--- src/design/sagg_pkg.sv ---
// Shared types and constants for the allreduce slot aggregator.
// Used by the slot reduction, the lanes and the top level through scoped names.
package sagg_pkg;

  localparam int HALF_SLOTS_DEF = 16;
  localparam int CHILDREN_DEF   = 2;
  localparam int LANES_DEF      = 8;

  localparam int MAX_LANES = 8;
  localparam int DEG_W     = 5;
  localparam int PSN_W     = 24;
  localparam int CNT_W     = 4;
  localparam int CHILD_W   = 4;
  localparam int WORD_W    = 32;

  typedef enum logic [2:0] {
    ST_CLEAR,
    ST_IDLE,
    ST_CALC,
    ST_RD_S,
    ST_RD_SH,
    ST_WR_SH,
    ST_WR_S,
    ST_EMIT
  } state_t;

  typedef struct packed {
    logic rd_en;
    logic wr_en;
    logic clr;
  } lane_cmd_t;

endpackage

--- src/design/sagg_ram.sv ---
// Generic simple dual-port RAM: one write port, one read port, registered read.
// No dependencies.
module sagg_ram #(
  parameter int WIDTH = 32,
  parameter int DEPTH = 32
) (
  input  logic                     clk,
  input  logic                     we,
  input  logic [$clog2(DEPTH)-1:0] waddr,
  input  logic [WIDTH-1:0]         wdata,
  input  logic                     re,
  input  logic [$clog2(DEPTH)-1:0] raddr,
  output logic [WIDTH-1:0]         rdata
);

  logic [WIDTH-1:0] mem_r [DEPTH];
  logic [WIDTH-1:0] rdata_r;

  always_ff @(posedge clk) begin
    if (we) begin
      mem_r[waddr] <= wdata;
    end
    if (re) begin
      rdata_r <= mem_r[raddr];
    end
  end

  assign rdata = rdata_r;

endmodule

--- src/design/sagg_lane.sv ---
// One aggregation lane: per-slot word store and its 32-bit wrapping adder.
// Depends on sagg_pkg and sagg_ram.
module sagg_lane #(
  parameter int NUM_SLOTS = 2 * sagg_pkg::HALF_SLOTS_DEF
) (
  input  logic                         clk,
  input  sagg_pkg::lane_cmd_t          cmd,
  input  logic [$clog2(NUM_SLOTS)-1:0] rd_addr,
  input  logic [$clog2(NUM_SLOTS)-1:0] wr_addr,
  input  logic [sagg_pkg::WORD_W-1:0]  add_val,
  output logic [sagg_pkg::WORD_W-1:0]  old_word,
  output logic [sagg_pkg::WORD_W-1:0]  new_word
);

  logic [sagg_pkg::WORD_W-1:0] rdata;
  logic [sagg_pkg::WORD_W-1:0] wdata;

  // read data holds between reads, so the sum stays valid until the next item
  assign new_word = rdata + add_val;
  assign old_word = rdata;
  assign wdata    = cmd.clr ? '0 : new_word;

  sagg_ram #(
    .WIDTH(sagg_pkg::WORD_W),
    .DEPTH(NUM_SLOTS)
  ) u_ram (
    .clk  (clk),
    .we   (cmd.wr_en),
    .waddr(wr_addr),
    .wdata(wdata),
    .re   (cmd.rd_en),
    .raddr(rd_addr),
    .rdata(rdata)
  );

endmodule

--- config.mk ---
export PLATFORM = sky130hd
export DESIGN_NAME = sagg_lane
export DESIGN_NICKNAME = d
export VERILOG_FILES = /design/src/design/sagg_pkg.sv /design/src/design/sagg_ram.sv /design/src/design/sagg_lane.sv
export SDC_FILE = /design/constraint.sdc
export NUM_CORES = 1
export LEC_CHECK = 0
export BUFFER_PORTS_ARGS = -buffer_cell sky130_fd_sc_hd__buf_2
export CAP_MARGIN = 15
export CORE_MARGIN = 3
export CORE_UTILIZATION = 55
export DETAILED_ROUTE_END_ITERATION = 12
export GPL_ROUTABILITY_DRIVEN = 0
export PLACE_DENSITY_LB_ADDON = 0.2
export SLEW_MARGIN = 20
export SYNTH_ARGS = -nofsm -noshare
export SYNTH_HDL_FRONTEND = slang
export SYNTH_SLANG_ARGS = --single-unit
--- constraint.sdc ---
create_clock -name clk -period 5.7 [get_ports clk]
set_input_delay 0.855 -clock clk [delete_from_list [all_inputs] [get_ports clk]]
set_output_delay 0.855 -clock clk [all_outputs]
set_load 0.02 [all_outputs]
==> qor.yml <==
outcome: "finished, final reports clean"
drt-total-wl_um: 105500
multi_input_area_um2: 10100
grt_start_max_net_pins: 91
total_leakage_power_nw: 15.29
num_rows: 100
synth_cell_types: 51
ys_ff_latch: 1056
syn_avg_cell_area_um2: 22.73
crit_family: "compound AO/OA/AOI/OAI gates"
seqPwrFrac_pct: 52.2
hold_path_class: "input pin to flip-flop"
power_frac_clock_pct: 38.3
crit_buf_inv: 2
path_cells: "ha_1, fa_1, a21o_1, a311o_1, a21oi_1, o211ai_1, buf_4, a31oi_1, xnor2_1, buf_2"
numCtsBuffers: 104
synth_flop_cell: "edfxtp_1"
grt_usage_pct: 27.11
postCtsSetupRepairBufs: 0
initial_core_util_pct: 55.90
p_sw_w: 0.003974
num_io_pins: 110
cts_tree: "yes"
tightest_slew_ps: 1138
ir_drop_mv: 0.2598
wl_per_cell_um: 33.98
clockRootBuffer: "clkbuf_16"
antenna_cells: 0
setup_viol: 0
fin_skew_ps: 24.76
netSwitchingFraction_pct: 23.12
clkTransAtPathRegs_ps: 60
num_vias: 20894
fin_crit_ps: 4773
r2r_slack_ps: 1870
fill_cells: 4977
cts_buffer_depth: 3
whs_path_depth: 2
syn_to_final_growth_pct: 13.30
dr.pass1.iters: 5
p_per_area_nw_per_um2: 361.6
maxCapViolations: 0
cts_sinks: 1056
fin_crit_sh_pct: 83.73
route.detailed.drc: 0
yosys.area.top_type_share_pct: 75.56
clock_latency_ps: 670
grt_pass1_vias: 20939
yosys_warnings: 0
syn-num-nets: 1924
worstPathRequired_ps: 4850
yosys.area.top_type: "edfxtp_1"
synth_most_common_cell: "edfxtp_1"
hpwl_um: 59710
grt_pass1_wl_um: 150500
die-area_um2: 79650
cp_slowest_cell: "fa_1"
p_int_w: 0.01322
die_h_um: 282.2
worst_r2r_endpoint: "u_ram.mem_r[17][30]"
netlist_instances: 1846
final_net_count: 2126
rr_worst_depth: 9
syn_area_um2: 41970
htree_levels: 3
antenna_found_initial: 0
cts-hold-fix-buffers: 0
cpPeakStageDelay_ps: 500
r2r-start: "u_ram.rdata[0]"
first_iter_violations: 3141
slew_headroom_pct: 23.97
ys_seq_area_share_pct: 75.56
report.final.hold_viol_count: 0
coreArea_um2: 75070
min_from: "cmd[2]"
drt-vias-per-instance: 6.729
crit_fanout: 6
start_kind: "flip-flop"
arrival_ps: 3920
rsz0062_at_grt: "no"
comb_power_share_pct: 9.6
synth_area_leaders: "edfxtp_1 76%, mux4_2 17%, mux2_2 1.1%"
whs_endpoint: "u_ram.rdata[22]"
grt.overflow.total: 0
die_w_um: 282.2
drive_gt1_share_pct: 34.74
crit_path_end_kind: "primary output"
ctsResizeCount: 0
seqCellArea_um2: 31710
async_reset_ff_share_pct: 0
ant_nets: 0
holdWs_ps: 910.4
numPortBuffers: 109
synth-edff-count: 1056
fin_setup_tns_ps: 0
drv_slew: 0
worstSetupPathType: "flip-flop to primary output"
max_freq_ghz: 0.2095
ys_top_cells_by_count: "1056 x edfxtp_1, 320 x mux4_2, 66 x nor2_1"
flip-flops by register name, summed over array words and instances, names as in the netlist:
name	cells
u_ram.mem_r	1024
u_ram.rdata	32
worst max-delay path by stage:
stage                              start            endpoint  slack [ps]  cells past startpoint
after global placement        add_val[0]        new_word[30]        1060                     11
after global routing      u_ram.rdata[9]        new_word[27]         570                      8
after floorplan               add_val[4]  u_ram.mem_r[0][27]        1010                      7
after detailed placement      add_val[0]        new_word[30]        1070                     11
after CTS                 u_ram.rdata[0]        new_word[30]         890                     10
final                     u_ram.rdata[0]        new_word[30]         930                     10
cell usage in the layout (no fill, tap or decap), drive strengths merged, types with 2 or more instances in the layout:
master    netlist  routed
o21bai          4       4
nor3           14      14
clkinvlp        0       3
xnor2          13      13
clkbuf         44     132
nand3          10      10
o31ai           3       3
mux4          320     320
a31oi           4       4
a221oi          3       3
inv             8      10
o21a           10      10
o21ai          17      17
mux2           41      41
ha             31      31
a211oi          4       4
buf            46     186
o211ai          4       4
o211a           2       2
clkinv          0      51
edfxtp       1056    1056
a21boi          4       4
xor2            9       9
or2             2       2
nand4           7       7
nor2b          23      23
nor2           66      66
or3b            3       3
nor3b           2       2
nand3b          6       6
a21oi          35      35
a21o           13      13
nand2          24      24
a2111oi         2       2
nor4            2       2
bufinv          0       6
and2            2       2
stage by stage:
| step | power (W) | utilization (%) | std cells | setup slack (ps) | instance area, um^2 |
|---|---|---|---|---|---|
| after global placement | 0.01071 | 59.00 | 2911 | 1061 | 44290 |
| after detailed placement | 0.01077 | 59.00 | 2911 | 1066 | 44290 |
| after CTS | 0.01728 | 63.33 | 3105 | 887.6 | 47550 |
| after floorplan | 0.01013 | - | 1846 | 1013 | 41970 |
| final | 0.01719 | 63.33 | 3105 | 927.5 | 47550 |
| after global routing | 0.01770 | 63.33 | 3105 | 568.4 | 47550 |
per-layer routing:
layer  vias up  global-route usage (%)  routed length [um]
met4         0                   7.106                2892
met5         -                       0                   0
met3       173                   6.000               11320
met2      1219                   40.24               48290
li1       8305                       -                   -
met1     11197                   41.73               43020
layout make-up:
| cell class | instances | area share [%] |
|---|---|---|
| multi-input combinational | 692 | 21.24 |
| sequential | 1056 | 66.69 |
| clock inverter | 62 | 0.9789 |
| clock buffer | 132 | 5.874 |
| inverter | 8 | 0.06316 |
| tap | 969 | 2.550 |
| timing repair buffer | 186 | 2.600 |
cells by family after synthesis:
kind of cell             synth area share (%)
XOR/XNOR                               0.4592
AO/OA/AOI/OAI                           1.786
AND/OR/NAND/NOR                         1.905
buffers and inverters                   1.041
flip-flops                              75.56
multiplexers                            18.27
adder cells (fa/ha/maj)                0.9720
worst register-to-register path, cell delays in order (launching register included):
cell      delay [ps]
edfxtp_1         400
ha_1             230
fa_1             500
a21o_1           240
a311o_1          480
a21oi_1          230
o211ai_1         120
buf_4            220
a31oi_1          470
mux2_2           610
power by group through the flow:
stage	Sequential (W)	Combinational, W	Clock, W
finish	0.00897	0.00165	0.00658
global route	0.00897	0.00176	0.00697
CTS	0.00897	0.00164	0.00667
detailed placement	0.00913	0.00163	0
global placement	0.00913	0.00159	0
floorplan	0.00915	0.000985	0
No activity file was read; power rests on OpenSTA's default activity.
