===== src/design/sagg_pkg.sv =====
// Shared types and constants for the allreduce slot aggregator.
// Used by the slot reduction, the lanes and the top level through scoped names.
package sagg_pkg;

  localparam int HALF_SLOTS_DEF = 16;
  localparam int CHILDREN_DEF   = 2;
  localparam int LANES_DEF      = 8;

  localparam int MAX_LANES = 8;
  localparam int DEG_W     = 5;
  localparam int PSN_W     = 24;
  localparam int CNT_W     = 4;
  localparam int CHILD_W   = 4;
  localparam int WORD_W    = 32;

  typedef enum logic [2:0] {
    ST_CLEAR,
    ST_IDLE,
    ST_CALC,
    ST_RD_S,
    ST_RD_SH,
    ST_WR_SH,
    ST_WR_S,
    ST_EMIT
  } state_t;

  typedef struct packed {
    logic rd_en;
    logic wr_en;
    logic clr;
  } lane_cmd_t;

endpackage


===== src/design/sagg_slot_calc.sv =====
// Sequence number to slot reduction: psn mod (2*HALF_SLOTS) by reciprocal
// multiply, back-multiply and one correction, plus the shadow slot. Uses sagg_pkg.
module sagg_slot_calc #(
  parameter int HALF_SLOTS = sagg_pkg::HALF_SLOTS_DEF
) (
  input  logic                                 clk,
  input  logic                                 rst_n,
  input  logic                                 start,
  input  logic [sagg_pkg::PSN_W-1:0]           psn,
  output logic                                 done,
  output logic [$clog2(2*HALF_SLOTS)-1:0]      slot,
  output logic [$clog2(2*HALF_SLOTS)-1:0]      shadow
);

  localparam int NUM_SLOTS = 2 * HALF_SLOTS;
  localparam int SW        = $clog2(NUM_SLOTS);
  localparam int PW        = sagg_pkg::PSN_W;
  // floor(2^32 / N) underestimates, so the quotient is low by at most one
  localparam logic [31:0] RECIP = 32'((64'd1 << 32) / NUM_SLOTS);

  logic          v1_r, v2_r, v3_r;
  logic [PW-1:0] q_r, p1_r, qn_r, p2_r;
  logic [SW-1:0] slot_r, shadow_r;

  logic [PW+31:0] prod_w;
  logic [PW+11:0] qn_w;
  logic [PW-1:0]  diff_w;
  logic [SW:0]    rem_w, s_w, sh_w;

  assign prod_w = {32'd0, psn} * {{PW{1'b0}}, RECIP};
  assign qn_w   = {12'd0, q_r} * (PW + 12)'(NUM_SLOTS);
  assign diff_w = p2_r - qn_r;
  assign rem_w  = diff_w[SW:0];
  assign s_w    = (rem_w >= (SW + 1)'(NUM_SLOTS)) ? rem_w - (SW + 1)'(NUM_SLOTS) : rem_w;
  assign sh_w   = (s_w < (SW + 1)'(HALF_SLOTS)) ? s_w + (SW + 1)'(HALF_SLOTS)
                                                : s_w - (SW + 1)'(HALF_SLOTS);

  always_ff @(posedge clk) begin
    if (!rst_n) begin
      v1_r <= 1'b0;
      v2_r <= 1'b0;
      v3_r <= 1'b0;
    end else begin
      v1_r <= start;
      v2_r <= v1_r;
      v3_r <= v2_r;
    end
  end

  // advance each stage only with its own item, so the slot holds until the next start
  always_ff @(posedge clk) begin
    if (start) begin
      q_r  <= prod_w[PW+31:32];
      p1_r <= psn;
    end
    if (v1_r) begin
      qn_r <= qn_w[PW-1:0];
      p2_r <= p1_r;
    end
    if (v2_r) begin
      slot_r   <= s_w[SW-1:0];
      shadow_r <= sh_w[SW-1:0];
    end
  end

  assign done   = v3_r;
  assign slot   = slot_r;
  assign shadow = shadow_r;

endmodule


===== config.mk =====
export PLATFORM = sky130hd
export DESIGN_NAME = sagg_slot_calc
export DESIGN_NICKNAME = d
export VERILOG_FILES = /design/src/design/sagg_pkg.sv /design/src/design/sagg_slot_calc.sv
export SDC_FILE = /design/constraint.sdc
export NUM_CORES = 1
export LEC_CHECK = 0
export ABC_AREA = 1
export BUFFER_PORTS_ARGS = -buffer_cell sky130_fd_sc_hd__buf_2
export CAP_MARGIN = 20
export CORE_UTILIZATION = 42
export DETAILED_ROUTE_END_ITERATION = 10
export PLACE_DENSITY = 0.79
export SLEW_MARGIN = 10
export SYNTH_ARGS = -nofsm -noshare
export SYNTH_HDL_FRONTEND = slang
export SYNTH_SLANG_ARGS = --single-unit

===== constraint.sdc =====
create_clock -name clk -period 1.9 [get_ports clk]
set_input_delay 0.285 -clock clk [delete_from_list [all_inputs] [get_ports clk]]
set_output_delay 0.285 -clock clk [all_outputs]
set_load 0.01 [all_outputs]

==> results of run 1 <==
[per-stage QoR]
| stage | setup slack (ns) | cells | utilization (%) |
|---|---|---|---|
| after global placement | 1.12 | 59 | 51.3 |
| after CTS | 0.745 | 63 | 53.4 |
| after detailed placement | 1.08 | 59 | 51.3 |
| after global routing | 0.704 | 63 | 53.4 |
| final | 0.774 | 63 | 53.4 |
| after floorplan | 1.04 | 30 | - |
[worst min path at each step]
stage	from	to
final	psn[4]	p1_r[4]
after CTS	psn[4]	p1_r[4]
after floorplan	rst_n	done
after global routing	psn[0]	p1_r[0]
after detailed placement	p1_r[1]	p2_r[1]
after global placement	p1_r[1]	p2_r[1]
[cells in the mapped netlist]
library cell,n,area [µm²]
inv_1,4,15.0
buf_4,4,30.0
edfxtp_1,16,480
nand2_1,3,11.3
dfxtp_1,3,60.1
[cells by family (layout without fill, tap and decap cells)]
logic type,count (synthesis),count (layout)
simple gates,3,3
flops,19,19
buf+inv,8,26
[flip-flops by register name, indices dropped and copies added, names as in the netlist]
signal and flops:
shadow 1, p1_r 5, done 1, slot 5
v1_r 1, p2_r 5, v2_r 1
[final cells by class]
cell class | count | area [µm²] | share of cell area (%)
tap | 15 | 18.8 | 2.67
sequential | 19 | 541 | 76.9
inverter | 4 | 15.0 | 2.14
clock buffer | 3 | 22.5 | 3.20
multi-input combinational | 3 | 11.3 | 1.60
clock inverter | 1 | 5.00 | 0.712
timing repair buffer | 18 | 90.1 | 12.8
[power groups by stage]
stage               clock, W  sequential, W  combinational, W
floorplan                  0       0.000493        0.00000349
global placement           0       0.000492         0.0000143
detailed placement         0       0.000495         0.0000155
CTS                 0.000197       0.000485         0.0000156
global route        0.000220       0.000487         0.0000172
finish              0.000191       0.000485         0.0000152
[routing by layer]
layer	share of wire, %	track usage, %
met1	37	6.49
met2	56	23.0
met3	6.5	3.41
met4	0	7.76
met5	0	0
==> summary.md, run 1 <==
| Metric | Value |
|---|---|
| Global route total overflow | `0` |
| Post-Syn Instances | `30` |
| Flop pwr share | `70.2%` |
| Crit Path Class | `reg -> out` |
| Core area | `0.00132 mm²` |
| Fillcell total | `100` |
| Post-synthesis average cell area | `19.9 µm²` |
| Root buffer cell | `clkbuf_4` |
| Hold WC Path Type | `in -> reg` |
| Status | `completed` |
| Pint | `0.000562 W` |
| Pwr/cell area | `983 mW/mm²` |
| Starting DRT DRC Count | `2` |
| Commonest non-fill, non-tap cell in the layout | `buf_2` |
| Crit-path cells | `buf_2` |
| Period minus WS final | `1.13 ns` |
| Top Family by Delay on Critical Path | `flip-flops` |
| Simple-gate portion of the synthesized area | `1.89%` |
| R2R setup slack | `1.09 ns` |
| Die X | `39.7 µm` |
| Slew Limit Fails | `0` |
| Vias per cell | `4.48` |
| Yosys reg bits | `19` |
| Max stage delay on crit path | `0.40 ns` |
| Mapped Nets | `57` |
| Synth Area in Compound Gates | `0%` |
| First-pass GRT wire length | `1.02 mm` |
| Max-cap viol count | `0` |
| DRT antenna net count | `0` |
| TritonCTS buffer count | `3` |
| Remaining DRCs | `0` |
| Critical Path Stages | `1` |
| Setup TNS | `0 ns` |
| Vias in the first global route | `297` |
| End point of the critical path | `slot[0]` |
| Worst Hold Depth | `1` |
| Slowest CP cell | `edfxtp_1` |
| R2r worst-path depth | `0` |
| Critical Path Start | `slot[0]` |
| Cell Area, Placed | `676 µm²` |
| Deepest clock path buffer count | `2` |
| Initial antenna violation count | `0` |
| Power, Total | `0.000692 W` |
| Router iterations before antenna repair | `4` |
| Comb power frac | `2.2%` |
| Buf/Inv on CP | `1` |
| Die ar. | `0.00158 mm²` |
| Slew @ Worst Pin | `0.286 ns` |
| Endpoints failing hold | `0` |
| # Post-CTS Setup Buffers | `0` |
| Largest net degree at the start of global routing | `12` |
| TritonCTS clock tree | `yes` |
| Layout cell share with drive strength beyond 1 | `45.8%` |
| Yosys cell types | `5` |
| Rel. slew slack | `80.9%` |
| I/O Buffers | `18` |
| Adder-cell share of the synthesized area | `0%` |
| R2r endpoint | `slot[1]` |
| Antenna cells | `0` |
| Initial Utilization | `45.3%` |
| Worst EP required | `1.62 ns` |
| Worst Skew | `0.00117 ns` |
| Clock Latency Late Sink | `0.28 ns` |
| CP arrival | `0.84 ns` |
| WL final | `633 µm` |
| H-tree lvl count | `1` |
| Post-CTS Hold Fix Bufs | `0` |
| Crit end category | `output pin` |
| Switching power | `0.000130 W` |
| Crit path max fanout | `2` |
| Cts repair resizes | `0` |
| Sw Share | `18.8%` |
| Sequential area share after synthesis | `90.6%` |
| Clk pin slew, worst setup/hold paths | `0.10 ns` |
| CP Launch Type | `flop` |
| Num ports | `38` |
| Warnings from Yosys | `0` |
| Row cnt | `13` |
| RSZ-0062 raised after global routing | `no` |
| Clock sinks | `19` |
| Clock Power Share | `27.6%` |
| XOR/XNOR share of the synthesized area | `0%` |
| Die H | `39.7 µm` |
| Cell area after layout | `703 µm²` |
| Max Clock Freq | `888 MHz` |
| Final Wtd Congestion | `0.579` |
| Nets@finish | `76` |
| Area growth, synth to finish | `17.8%` |
| Static Leak | `0.302 nW` |
| Largest family of logic cells by synthesized area | `buffers and inverters` |
| Post-Syn Area | `597 µm²` |
| Hold Worst Slack | `0.168 ns` |
| Gr usage total | `10.8%` |
| Fin crit share | `59.3%` |
| Endpoints failing setup | `0` |
| Vias | `282` |
| Post-synthesis mux area share | `0%` |
| Reg2Reg Launch Point | `v2_r` |
| Commonest cells after routing, fill and taps aside | `buf_2 (18), edfxtp_1 (16), inv_1 (4)` |
| Worst vdd ir | `0.000624 V` |
| Wire per inst | `10.0 µm` |
(Power assumes the default switching activity.)
==> run 2, diff against run 1 <==
--- a/config.mk
+++ b/config.mk
@@ -5,12 +5,12 @@
 export SDC_FILE = /design/constraint.sdc
 export NUM_CORES = 1
 export LEC_CHECK = 0
-export ABC_AREA = 1
+export ABC_AREA = 0
 export BUFFER_PORTS_ARGS = -buffer_cell sky130_fd_sc_hd__buf_2
 export CAP_MARGIN = 20
-export CORE_UTILIZATION = 42
+export CORE_UTILIZATION = 39
 export DETAILED_ROUTE_END_ITERATION = 10
-export PLACE_DENSITY = 0.79
+export PLACE_DENSITY = 0.75
 export SLEW_MARGIN = 10
 export SYNTH_ARGS = -nofsm -noshare
 export SYNTH_HDL_FRONTEND = slang
==> constraint.sdc (replaced) <==
create_clock -name clk -period 1.2 [get_ports clk]
set_input_delay 0.18 -clock clk [delete_from_list [all_inputs] [get_ports clk]]
set_output_delay 0.18 -clock clk [all_outputs]
set_load 0.01 [all_outputs]
==> run 2 against run 1 <==
- design area fell by 0.53%
- via count decreased by 8.9%
- utilization shrank 1.6 points
- largest cell class unchanged
==> summary.md, run 2 <==
| Metric | Value |
|---|---|
| Worst Skew | `0.00105 ns` |
| Switching power | `0.000202 W` |
| Slowest CP cell | `edfxtp_1` |
| Sw Share | `18.5%` |
| Final Wtd Congestion | `0.574` |
| Mapped Nets | `54` |
| Synth area leader | `edfxtp_1` |
| Rel. slew slack | `82.4%` |
| Core area | `0.00135 mm²` |
| Max Clock Freq | `984 MHz` |
| RSZ-0062 raised after global routing | `no` |
| Vias per cell | `4.28` |
| Static Leak | `0.279 nW` |
| Fillcell total | `124` |
| Clk pin slew, worst setup/hold paths | `0.10 ns` |
| Buf/Inv on CP | `1` |
| Post-Syn Instances | `27` |
| Post-CTS Hold Fix Bufs | `0` |
| Die X | `41.0 µm` |
| Vias in the first global route | `218` |
| R2R setup slack | `0.41 ns` |
| Post-Syn Area | `593 µm²` |
| Crit Path Class | `reg -> out` |
| Commonest non-fill, non-tap cell in the layout | `buf_2` |
| WL final | `547 µm` |
| Setup WS post-layout | `0.184 ns` |
| Critical Path Start | `slot[1]` |
| Area used by multi-input combinational logic | `18.8 µm²` |
| R2r worst-path depth | `0` |
| Root buffer cell | `clkbuf_4` |
| Period minus WS final | `1.02 ns` |
| Slew @ Worst Pin | `0.264 ns` |
| Slew Limit Fails | `0` |
| R2r endpoint | `slot[1]` |
| Wire per inst | `9.12 µm` |
| Status | `completed` |
| Clock sinks | `19` |
| CP arrival | `0.84 ns` |
| Flop pwr share | `70.1%` |
| Worst EP required | `1.02 ns` |
| Row cnt | `13` |
| Reg2Reg Launch Point | `v2_r` |
| Layout cell share with drive strength beyond 1 | `48.9%` |
| Starting DRT DRC Count | `4` |
| Router iterations before antenna repair | `2` |
| Setup TNS | `0 ns` |
| Crit end category | `output pin` |
| Deepest clock path buffer count | `2` |
| Synth Flop Type | `edfxtp_1` |
| Post-synthesis average cell area | `22.0 µm²` |
| CP Launch Type | `flop` |
| Warnings from Yosys | `0` |
| EDFF count, synth | `16` |
| Remaining DRCs | `0` |
| Nets@finish | `73` |
| Worst vdd ir | `0.000732 V` |
| Vias | `257` |
| Gr usage total | `8.02%` |
| Endpoints failing hold | `0` |
| Yosys reg bits | `19` |
| Largest net degree at the start of global routing | `12` |
| I/O Buffers | `18` |
| Antenna cells | `0` |
| Die ar. | `0.00168 mm²` |
| Synth async-reset ratio | `0%` |
| Yosys top cell area share | `81.0%` |
| Max-cap viol count | `0` |
| End point of the critical path | `slot[1]` |
| TritonCTS clock tree | `yes` |
| Endpoints failing setup | `0` |
| H-tree lvl count | `1` |
| Pint | `0.000890 W` |
| Synth cell count leaders | `edfxtp_1 (16), buf_4 (4), and2_1 (3), dfxtp_1 (3), inv_1 (1)` |
| Clock Power Share | `27.8%` |
| Pwr/cell area | `1560 mW/mm²` |
| Die H | `41.0 µm` |
| Top Family by Delay on Critical Path | `flip-flops` |
| Cts repair resizes | `0` |
| Max stage delay on crit path | `0.40 ns` |
| Sequential area share after synthesis | `91.1%` |
| Sequential Area | `541 µm²` |
| Crit path max fanout | `2` |
| Clock Latency Late Sink | `0.29 ns` |
| Commonest cells after routing, fill and taps aside | `buf_2 (18), edfxtp_1 (16), and2_1 (3), clkbuf_4 (3), dfxtp_1 (3)` |
| TritonCTS buffer count | `3` |
| Initial antenna violation count | `0` |
| # Post-CTS Setup Buffers | `0` |
| Initial Utilization | `43.9%` |
| Pre-CTS setup slack | `0.407 ns` |
| Global route total overflow | `0` |
| Synth area leaders | `edfxtp_1 (81%), dfxtp_1 (10%), buf_4 (5.1%)` |
| First-pass GRT wire length | `752 µm` |
| Fin crit share | `84.7%` |
| Hold WC Path Type | `in -> reg` |
| Most frequent cell after synthesis | `edfxtp_1` |
| Critical Path Stages | `1` |
| Hold Worst Slack | `0.0601 ns` |
| Yosys cell types | `5` |
| DRT antenna net count | `0` |
| Crit-path cells | `buf_2` |
| Area growth, synth to finish | `17.9%` |
| Num ports | `38` |
| Comb power frac | `2.1%` |
## run 2: cell count changes after synthesis
cell / delta
and2_1: +3
nand2_1: -3
inv_1: -3
## run 2: worst min-delay path by stage
| stage | startpoint | endpoint | slack (ns) | cells after the start |
|---|---|---|---|---|
| after floorplan | psn[0] | p1_r[0] | 0.28 | 0 |
| after global placement | psn[1] | p1_r[1] | 0.36 | 1 |
| after detailed placement | psn[1] | p1_r[1] | 0.36 | 1 |
| after CTS | psn[1] | p1_r[1] | 0.05 | 1 |
| after global routing | psn[1] | p1_r[1] | 0.05 | 1 |
| final | psn[1] | p1_r[1] | 0.06 | 1 |
## run 2: cell type report
| class | count | share of cell area, % |
|---|---|---|
| flip-flops and latches | 19 | 77.3 |
| multi-input cells | 3 | 2.68 |
| repair buffers | 18 | 12.9 |
| inverters | 1 | 0.537 |
| clock buffers | 3 | 3.22 |
| well taps | 15 | 2.68 |
| clock inverters | 1 | 0.716 |
## run 2: power groups by stage
stage	sequential [W]	combinational [W]	clock, W
after floorplan	0.000780	0.00000534	0
after global placement	0.000779	0.0000221	0
after detailed placement	0.000782	0.0000230	0
after CTS	0.000767	0.0000230	0.000312
after global routing	0.000770	0.0000256	0.000333
final	0.000766	0.0000225	0.000304
## run 2: per-stage QoR
step,power (W),instance area [µm²],cells,util (%)
3_3_place_gp,0.000801,672,56,49.8
3_5_place_dp,0.000805,672,56,49.8
5_1_grt,0.00113,699,60,51.8
2_1_floorplan,0.000785,593,27,-
6_report,0.00109,699,60,51.8
4_1_cts,0.00110,699,60,51.8
## run 2: cells by family after synthesis
logic type    share of synthesized area, %
flops                                 91.1
buf+inv                               5.70
simple gates                          3.16
## run 2: metal layers
metal	track usage, %	wire length, µm	vias to the layer above
li1	-	-	129
met1	5.43	211	110
met2	14.1	284	18
met3	3.26	51	0
met4	10.0	0	0
met5	0	0	-
