**src/design/sagg_ram.sv**
```systemverilog
// Generic simple dual-port RAM: one write port, one read port, registered read.
// No dependencies.
module sagg_ram #(
  parameter int WIDTH = 32,
  parameter int DEPTH = 32
) (
  input  logic                     clk,
  input  logic                     we,
  input  logic [$clog2(DEPTH)-1:0] waddr,
  input  logic [WIDTH-1:0]         wdata,
  input  logic                     re,
  input  logic [$clog2(DEPTH)-1:0] raddr,
  output logic [WIDTH-1:0]         rdata
);

  logic [WIDTH-1:0] mem_r [DEPTH];
  logic [WIDTH-1:0] rdata_r;

  always_ff @(posedge clk) begin
    if (we) begin
      mem_r[waddr] <= wdata;
    end
    if (re) begin
      rdata_r <= mem_r[raddr];
    end
  end

  assign rdata = rdata_r;

endmodule

```
**config.mk**
```make
export PLATFORM = sky130hd
export DESIGN_NAME = sagg_ram
export DESIGN_NICKNAME = d
export VERILOG_FILES = /design/src/design/sagg_ram.sv
export SDC_FILE = /design/constraint.sdc
export NUM_CORES = 1
export LEC_CHECK = 0
export BUFFER_PORTS_ARGS = -buffer_cell sky130_fd_sc_hd__buf_2
export CORE_MARGIN = 2
export CORE_UTILIZATION = 40
export DETAILED_ROUTE_END_ITERATION = 10
export HOLD_SLACK_MARGIN = 0.02
export PLACE_DENSITY = 0.67
export SETUP_SLACK_MARGIN = 0.5
export SLEW_MARGIN = 20
export SYNTH_ARGS = -nofsm -noshare
export SYNTH_HDL_FRONTEND = slang
export SYNTH_SLANG_ARGS = --single-unit
```
**constraint.sdc**
```tcl
create_clock -name clk -period 3.2 [get_ports clk]
set_clock_uncertainty 0.2 [all_clocks]
set_input_delay 0.48 -clock clk [delete_from_list [all_inputs] [get_ports clk]]
set_output_delay 0.48 -clock clk [all_outputs]
set_load 0.02 [all_outputs]
```
==> results of run 1 <==
-- cell type report --
| cell class | count | area share (%) |
|---|---|---|
| Clock inverter | 71 | 1.753 |
| Multi-Input combinational cell | 1077 | 18.24 |
| Timing Repair Buffer | 191 | 3.558 |
| Sequential cell | 1056 | 67.20 |
| Clock buffer | 122 | 5.613 |
| Antenna cell | 1 | 0.005303 |
| Tap cell | 1368 | 3.627 |
-- per-layer routing --
layer,wire [um],GRT usage (%),vias up
li1,-,-,9367
met1,41500,26.22,11260
met2,48740,31.34,890
met3,7690,2.999,170
met4,2471,5.509,8
met5,49,0,-
-- kinds of logic after synthesis --
logic type | after synthesis | share of synthesized area [%]
mux | 512 | 12.56
compound gates | 288 | 4.808
simple gates | 277 | 3.076
flops | 1056 | 77.71
buf+inv | 127 | 1.846
-- sequential cells by signal, indices dropped and copies added, names as in the netlist --
| signal | cells |
|---|---|
| rdata | 32 |
| mem_r | 1024 |
-- cell usage after synthesis (all sizes together) (5+ instances only) --
master  count
edfxtp   1056
mux2i     512
nand2      98
nand3      98
a21oi      96
a22oi      96
buf        79
a22o       64
clkbuf     48
nor2       34
a31oi      32
nor3       32
nand3b      5
-- worst max-delay path by stage --
stage               startpoint            to  depth (start not counted)
floorplan             waddr[1]  mem_r[12][0]                          3
global placement      raddr[1]     rdata[27]                          8
detailed placement    raddr[1]     rdata[21]                          8
CTS                  rdata[13]     rdata[13]                          1
global route          raddr[1]     rdata[27]                          8
finish               rdata[12]     rdata[12]                          1
-- where the power goes --
| group | leakage, nW | switching [mW] | internal (mW) |
|---|---|---|---|
| clock network | 1.71 | 5.10 | 7.31 |
| registers | 9.54 | 0.0743 | 15.4 |
| logic | 5.11 | 0.979 | 0.500 |
| total | 16.4 | 6.15 | 23.2 |
-- per-stage QoR --
step	cells	worst slack, ns	utilization (%)	hold WS [ns]	total power, mW
floorplan	2260	0.08592	-	0.3789	16.62
global placement	3692	0.5675	43.09	0.4523	17.24
detailed placement	3692	0.5423	43.09	0.4670	17.29
CTS	3885	1.096	46.51	0.07787	29.56
global route	3885	1.104	46.51	0.1106	30.22
finish	3886	1.126	46.52	0.1026	29.40
==> run metrics, run 1 <==
PwrDens 623.0 nW/um^2; family with the most delay on the worst path flip-flops; Detail Route Antenna Nets 0; CTS tree done; max_cap viols 0; Area Growth Syn to Fin 15.64%; Ys Warns 0; GPL Wtd Cong 0.7969; Core Region 101,400 um^2; Worst R2R End rdata[11]; Mapped Cells 2,260; via count 21,700; hold wc startpoint wdata[1]; Routed WL 100.5 mm; Final Hold Fails 0; final count of negative-setup-slack endpoints 0; Die Wd 323.4 um; clk sinks 1,056; number of synthesized flops with an enable pin 1,056; asr flop ratio synth 0%; Hold Crit Depth 1; Seq. cell area 31,710 um^2; CP startpoint kind register; Slew headroom 46.51%; top cell type's share of synthesized area 77.71%; Die ar. 104,600 um^2; Distinct cells, synth 24; GR Overflow Total 0; hold buffer count at CTS 0; Yosys top cell by area edfxtp_1; post-synthesis net count 2,305; Max Clock Freq 0.4822 GHz; status finished, final reports clean; largest net degree at the start of global routing 72; Port Buffer Count 76; Total Routing Usage GR 19.05%; DRC viols 0; register bit total from synthesis 1,056; critical path's slowest cell edfxtp_1; maximum fanout along the worst path 1; RSZ-0062 raised after global routing no; wire per inst 25.85 um; register area share after synthesis 77.71%; max-slew violations 0; most area-consuming cells after synthesis edfxtp_1 78%, mux2i_1 13%, a22oi_1 1.8%; reg2reg path depth 5; Design Area, Final 47,190 um^2; initial antenna violation count 10; period utilization 64.80%; fill count 8,342; Clock Pin Slew Worst Setup and Hold Paths 0.06 ns; required time of the critical path 2.52 ns; vias in the first global route 21,500; nets 2,474; first-pass GRT wire length 145.6 mm; hold endpoint mem_r[27][1]; H-tree depth 3; initial drt markers 2,270; root buf cell clkbuf_16; Crit Path Category register to output pin; Syn Area/Cell 18.06 um^2; DRT Pass-1 Iters 5; synthesized area 40,810 um^2; die height 323.4 um; TNS Setup 0 ns; Initial Utilization 40.22%; Max VDD drop 0.4163 mV; commonest non-fill, non-tap cell in the layout edfxtp_1; worst-case clock buffer depth 3; layout cells sized above 1 15.53%; crit path time final 2.074 ns; total I/O pin count 77; CP peak stage delay 0.51 ns; cells resized by post-CTS repair 0; CTS buffer count 103; most frequent cells in the layout 1,056 x edfxtp_1, 512 x mux2i_1, 103 x clkbuf_16; Buf+Inv Stages, Crit Path 1; Clock Latency Late Sink 0.67 ns; Leak Pwr 16.36 nW; setup bufs post-CTS 0; Setup crit end kind output pin; worst reg2reg setup slack 1.39 ns; FF-to-FF Start mem_r[7][11]; multi-input logic area 8610 um^2; Via-to-Cell Ratio 5.583; placed instance area 43,710 um^2; Main synth FF type edfxtp_1; Hold Crit Class input pin to register; critical path cell sequence buf_2; worst endpoint data arrival time 1.39 ns; actual slew at the worst max-slew pin 0.8023 ns; post-detailed-placement half-perimeter wirelength 55.28 mm; Rows 117
No activity file was read; power rests on OpenSTA's default activity.
==> inputs of run 2 (changes only) <==
--- a/config.mk
+++ b/config.mk
@@ -10,7 +10,7 @@
 export CORE_UTILIZATION = 40
 export DETAILED_ROUTE_END_ITERATION = 10
 export HOLD_SLACK_MARGIN = 0.02
-export PLACE_DENSITY = 0.67
+export PLACE_DENSITY = 0.65
 export SETUP_SLACK_MARGIN = 0.5
 export SLEW_MARGIN = 20
 export SYNTH_ARGS = -nofsm -noshare
==> constraint.sdc (replaced) <==
create_clock -name clk -period 2 [get_ports clk]
set_clock_uncertainty 0.2 [all_clocks]
set_input_delay 0.3 -clock clk [delete_from_list [all_inputs] [get_ports clk]]
set_output_delay 0.3 -clock clk [all_outputs]
set_load 0.02 [all_outputs]
==> run 2 against run 1 <==
Net effect: combinational power increased by 89%; die area unchanged; register-to-register slack got worse by 1.2 ns; final area increased by 4.9%; wire length increased by 2.7%; critical path depth unchanged; sequential power increased by 60%; cell count increased by 3.2%; count of clock-buffer cells in the layout decreased by 7; via count increased by 0.73%.
==> run metrics, run 2 (synthesis gave the netlist of run 1 again) <==
CP startpoint kind register (unchanged); Max VDD drop 0.7272 mV (was 0.4163 mV); Routed WL 103.2 mm (was 100.5 mm); fill count 8,153 (was 8,342); Slew headroom 57.49% (was 46.51%); period utilization 94.90%; Clock Pin Slew Worst Setup and Hold Paths 0.06 ns (about the same); H-tree depth 3 (unchanged); Initial Utilization 40.22% (unchanged); Core Region 101,400 um^2 (unchanged); first-pass GRT wire length 147.8 mm (was 145.6 mm); critical path's slowest cell edfxtp_1 (unchanged); total I/O pin count 77 (unchanged); Design Area, Final 49,500 um^2 (was 47,190 um^2); worst endpoint data arrival time 1.40 ns (was 1.39 ns); nets 2,607 (was 2,474); largest net degree at the start of global routing 47 (was 72); clk sinks 1,056 (unchanged); Setup crit end kind output pin (unchanged); vias in the first global route 21,800 (was 21,500); critical path cell sequence buf_6 (was buf_2); PwrDens 947.3 nW/um^2 (was 623.0 nW/um^2); commonest non-fill, non-tap cell in the layout edfxtp_1 (unchanged); CTS tree done (unchanged); worst-case clock buffer depth 3 (unchanged); Area Growth Syn to Fin 21.30% (was 15.64%); post-detailed-placement half-perimeter wirelength 62.17 mm (was 55.28 mm); Via-to-Cell Ratio 5.447 (was 5.583); DRC viols 0 (unchanged); antenna cells 0 (was 1); CP peak stage delay 0.54 ns (was 0.51 ns); Biggest register mem_r (unchanged); Total Routing Usage GR 19.66% (was 19.05%); Final Hold Fails 0 (unchanged); Rows 117 (unchanged); post-layout instance count excluding filler cells 4,012 (was 3,886); root buf cell clkbuf_16 (unchanged); GR Overflow Total 0 (unchanged); maximum fanout along the worst path 1 (unchanged); Hold Crit Class input pin to register (unchanged); Max Clock Freq 0.5269 GHz; max-slew violations 0 (unchanged); placed instance area 45,530 um^2 (was 43,710 um^2); Crit Path Category register to output pin (unchanged); required time of the critical path 1.50 ns (was 2.52 ns); Port Buffer Count 76 (unchanged); CTS buffer count 98 (was 103); Die ar. 104,600 um^2 (unchanged); max FFs per register 1,024 (unchanged); Leak Pwr 17.31 nW (was 16.36 nW); RSZ-0062 raised after global routing yes (was no); via count 21,850 (was 21,700); die height 323.4 um (unchanged); most frequent cells in the layout 1,056 x edfxtp_1, 511 x mux2i_1, 113 x buf_12 (was 1,056 x edfxtp_1, 512 x mux2i_1, 103 x clkbuf_16); family with the most delay on the worst path flip-flops (unchanged); cell count after placement 3,797 (was 3,692); final count of negative-setup-slack endpoints 0 (unchanged); setup bufs post-CTS 0 (unchanged); initial drt markers 2,053 (was 2,270); initial antenna violation count 3 (was 10); Clock Latency Late Sink 0.68 ns (was 0.67 ns); status finished, final reports clean (unchanged); actual slew at the worst max-slew pin 0.6376 ns (was 0.8023 ns); max_cap viols 0 (unchanged); DRT Pass-1 Iters 5 (unchanged); Buf+Inv Stages, Crit Path 1 (unchanged); GPL Wtd Cong 0.8076 (was 0.7969); Detail Route Antenna Nets 0 (unchanged); crit path time final 1.898 ns; layout cells sized above 1 19.29% (was 15.53%); wire per inst 25.73 um (was 25.85 um); Die Wd 323.4 um (unchanged)
==> run 2: cell count changes in the layout (fill, tap and decap cells not counted), moves of 4 or more <==
cell,before,now
clkinvlp_4,2,7
buf_2,75,43
buf_6,0,32
buf_4,81,107
nand3_2,0,6
buf_12,34,113
dlygate4sd3_1,0,33
nor3_2,0,8
a31oi_1,32,28
nor3_1,32,24
nand3_1,98,91
clkinv_2,26,19
clkbuf_1,19,15
==> run 2: final timing paths <==
check                     start         to  slack, ns  depth (start not counted)
hold / removal         raddr[4]   rdata[5]       0.12                          5
setup reg to reg   mem_r[0][13]  rdata[13]       0.24                          5
hold reg to reg   mem_r[27][31]  rdata[31]       0.47                          4
setup / recovery      rdata[12]  rdata[12]       0.10                          1
==> run 2: area by class of cell <==
cell class | count | area, um^2 | share of cell area, %
sequential | 1056 | 31710 | 64.07
clock inverter | 67 | 770.7 | 1.557
timing repair buffer | 329 | 3986 | 8.054
multi-input combinational | 1077 | 8757 | 17.69
clock buffer | 115 | 2559 | 5.170
tap | 1368 | 1712 | 3.458
==> run 2: per-layer routing <==
| layer | global-route usage [%] | routed length (um) | up-vias |
|---|---|---|---|
| li1 | - | - | 9614 |
| met1 | 25.78 | 42750 | 11330 |
| met2 | 32.88 | 50400 | 741 |
| met3 | 3.130 | 6457 | 171 |
| met4 | 7.576 | 3598 | 2 |
| met5 | 0 | 8 | - |
==> run 2: per-stage QoR <==
stage | power (mW) | utilization (%) | hold WS [ns] | setup TNS, ns | setup WS, ns
floorplan | 26.65 | - | 0.1989 | -94.11 | -0.1838
global placement | 27.87 | 44.88 | 0.4397 | -1.940 | -0.3891
detailed placement | 27.94 | 44.88 | 0.4565 | -3.550 | -0.5104
CTS | 47.19 | 48.68 | 0.1008 | 0 | 0.05916
global route | 48.16 | 48.79 | 0.1576 | 0 | 0.02422
finish | 46.89 | 48.79 | 0.1195 | 0 | 0.1020
==> run 2: tightest hold or removal path, stage by stage <==
cell and delay, ns:
buf_2 0.14, nand2b_2 0.13, a21oi_1 0.14, a31oi_1 0.09, nand3_1 0.07
==> run 2: power by group <==
part	internal, mW	total, mW	leakage (nW)	switching (mW)
Combinational	1.15	2.80	6.15	1.65
Sequential	24.7	24.8	9.54	0.136
Clock	11.2	19.3	1.62	8.02
Total	37.1	46.9	17.3	9.80
==> run 2: what timing repair did <==
action	CTS	global route
hold buffers	33	0
setup endpoints to repair	48	61
cloned	0	0
gates resized for setup	60	23
hold endpoints to repair	1031	0
pin swaps	14	34
==> inputs of run 3 (changes only) <==
==> constraint.sdc (replaced) <==
create_clock -name clk -period 2 [get_ports clk]
set_clock_uncertainty 0.2 [all_clocks]
set_input_delay 0.2 -clock clk [delete_from_list [all_inputs] [get_ports clk]]
set_output_delay 0.2 -clock clk [all_outputs]
set_load 0.02 [all_outputs]
==> run 3 against run 2 <==
Net effect: count of clock-buffer cells in the layout stayed put; clock power is 5% lower; fmax is 6.7% higher; non-clock buffer count is 29 lower; combinational power is 1% lower; setup slack better by 0.12 ns; critical path depth stayed put; first-iteration DRC count is 8.6% lower; critical path type unchanged; largest cell class unchanged; largest power group unchanged; highest routed layer unchanged.
==> run metrics, run 3 (synthesis gave the netlist of run 1 again) <==
largest net degree at the start of global routing 35 (was 47); first-pass GRT wire length 145.8 mm (was 147.8 mm); max FFs per register 1,024 (unchanged); die height 323.4 um (unchanged); max-slew violations 0 (unchanged); critical path's slowest cell edfxtp_1 (unchanged); Biggest register mem_r (unchanged); Max VDD drop 0.6683 mV (was 0.7272 mV); GR Overflow Total 0 (unchanged); Initial Utilization 40.22% (unchanged); most frequent cells in the layout 1,056 x edfxtp_1, 511 x mux2i_1, 101 x buf_12 (was 1,056 x edfxtp_1, 511 x mux2i_1, 113 x buf_12); commonest non-fill, non-tap cell in the layout edfxtp_1 (unchanged); status finished, final reports clean (unchanged); RSZ-0062 raised after global routing yes (unchanged); Max Clock Freq 0.5623 GHz (was 0.5269 GHz); CP peak stage delay 0.52 ns (was 0.54 ns); Total Routing Usage GR 19.04% (was 19.66%); Slew headroom 59.41% (was 57.49%); Clock Pin Slew Worst Setup and Hold Paths 0.07 ns (was 0.06 ns); nets 2,579 (was 2,607); Design Area, Final 49,000 um^2 (was 49,500 um^2); root buf cell clkbuf_16 (unchanged); PnR Total Power 46.03 mW (was 46.89 mW); actual slew at the worst max-slew pin 0.6089 ns (was 0.6376 ns); Routed WL 99.30 mm (was 103.2 mm); Hold Crit Class input pin to register (unchanged); maximum fanout along the worst path 1 (unchanged); total I/O pin count 77 (unchanged); setup bufs post-CTS 0 (unchanged); Rows 117 (unchanged); period utilization 88.92% (was 94.90%); wire per inst 24.93 um (was 25.73 um); worst-case clock buffer depth 3 (unchanged); Core Region 101,400 um^2 (unchanged); H-tree depth 3 (unchanged); max_cap viols 0 (unchanged); vias in the first global route 21,750 (was 21,800); required time of the critical path 1.60 ns (was 1.50 ns); Die ar. 104,600 um^2 (unchanged); family with the most delay on the worst path flip-flops (unchanged); Via-to-Cell Ratio 5.448 (was 5.447); Leak Pwr 17.08 nW (was 17.31 nW); Clock Latency Late Sink 0.66 ns (was 0.68 ns); Detail Route Antenna Nets 0 (unchanged); crit path time final 1.778 ns (was 1.898 ns); critical path cell sequence buf_6 (unchanged); CP startpoint kind register (unchanged); post-layout instance count excluding filler cells 3,983 (was 4,012); via count 21,700 (was 21,850); placed instance area 45,160 um^2 (was 45,530 um^2); Final Hold Fails 0 (unchanged); fill count 8,237 (was 8,153); fin util 48.30% (was 48.79%); clk sinks 1,056 (unchanged); GPL Wtd Cong 0.7765 (was 0.8076); Setup crit end kind output pin (unchanged); Area Growth Syn to Fin 20.08% (was 21.30%); final count of negative-setup-slack endpoints 0 (unchanged); initial drt markers 1,877 (was 2,053); initial antenna violation count 5 (was 3); CTS buffer count 99 (was 98); Die Wd 323.4 um (unchanged); layout cells sized above 1 18.28% (was 19.29%); PwrDens 939.4 nW/um^2 (was 947.3 nW/um^2); DRT Pass-1 Iters 5 (unchanged); post-detailed-placement half-perimeter wirelength 58.50 mm (was 62.17 mm); Crit Path Category register to output pin (unchanged); antenna cells 0 (unchanged); cell count after placement 3,768 (was 3,797); Buf+Inv Stages, Crit Path 1 (unchanged); DRC viols 0 (unchanged); CTS tree done (unchanged); Port Buffer Count 76 (unchanged); worst endpoint data arrival time 1.38 ns (was 1.40 ns)
[run 3: timing repair]
item                                     CTS  global route
hold buffers                              33             0
resized for setup                         71            15
endpoints found under the setup margin    43            64
pin swaps                                 20            46
endpoints found under the hold margin   1035             0
gates cloned                               0             0
[run 3: through the flow]
step | worst slack (ns) | hold WS, ns | TNS [ns]
after detailed placement | -0.1343 | 0.4590 | -0.5698
after global placement | -0.1230 | 0.4472 | -0.3140
final | 0.2215 | 0.08555 | 0
after global routing | 0.1911 | 0.08311 | 0
after CTS | 0.1600 | 0.04749 | 0
after floorplan | -0.08381 | 0.09887 | -42.91
[run 3: routing by layer]
metal	routed length (um)	share of wire (%)	vias to the layer above	global-route usage (%)
met4	2342	2.4	6	5.550
met3	5509	5.5	145	2.799
li1	-	-	9565	-
met2	50080	50	701	32.63
met5	34	0.034	-	0
met1	41340	42	11280	25.17
[run 3: layout make-up]
type / count / area (um^2) / share of cell area (%)
clock inverter: 67 / 630.6 / 1.287
clock buffer: 115 / 2559 / 5.222
sequential: 1056 / 31710 / 64.72
tap: 1368 / 1712 / 3.493
timing repair buffer: 300 / 3618 / 7.385
multi-input combinational: 1077 / 8768 / 17.90
[run 3: worst paths after layout]
kind                 start      endpoint  slack, ns  depth (start not counted)
max reg2reg   mem_r[4][15]     rdata[15]       0.36                          5
min               waddr[2]  mem_r[4][17]       0.09                          4
min reg2reg  mem_r[26][23]     rdata[23]       0.47                          4
max              rdata[23]     rdata[23]       0.22                          1
[run 3: where the power goes]
part           leakage (nW)  internal (mW)  switching, mW
sequential             9.54           24.7          0.135
combinational          5.97           1.13           1.62
clock                  1.56           10.6           7.86
total                  17.1           36.4           9.62
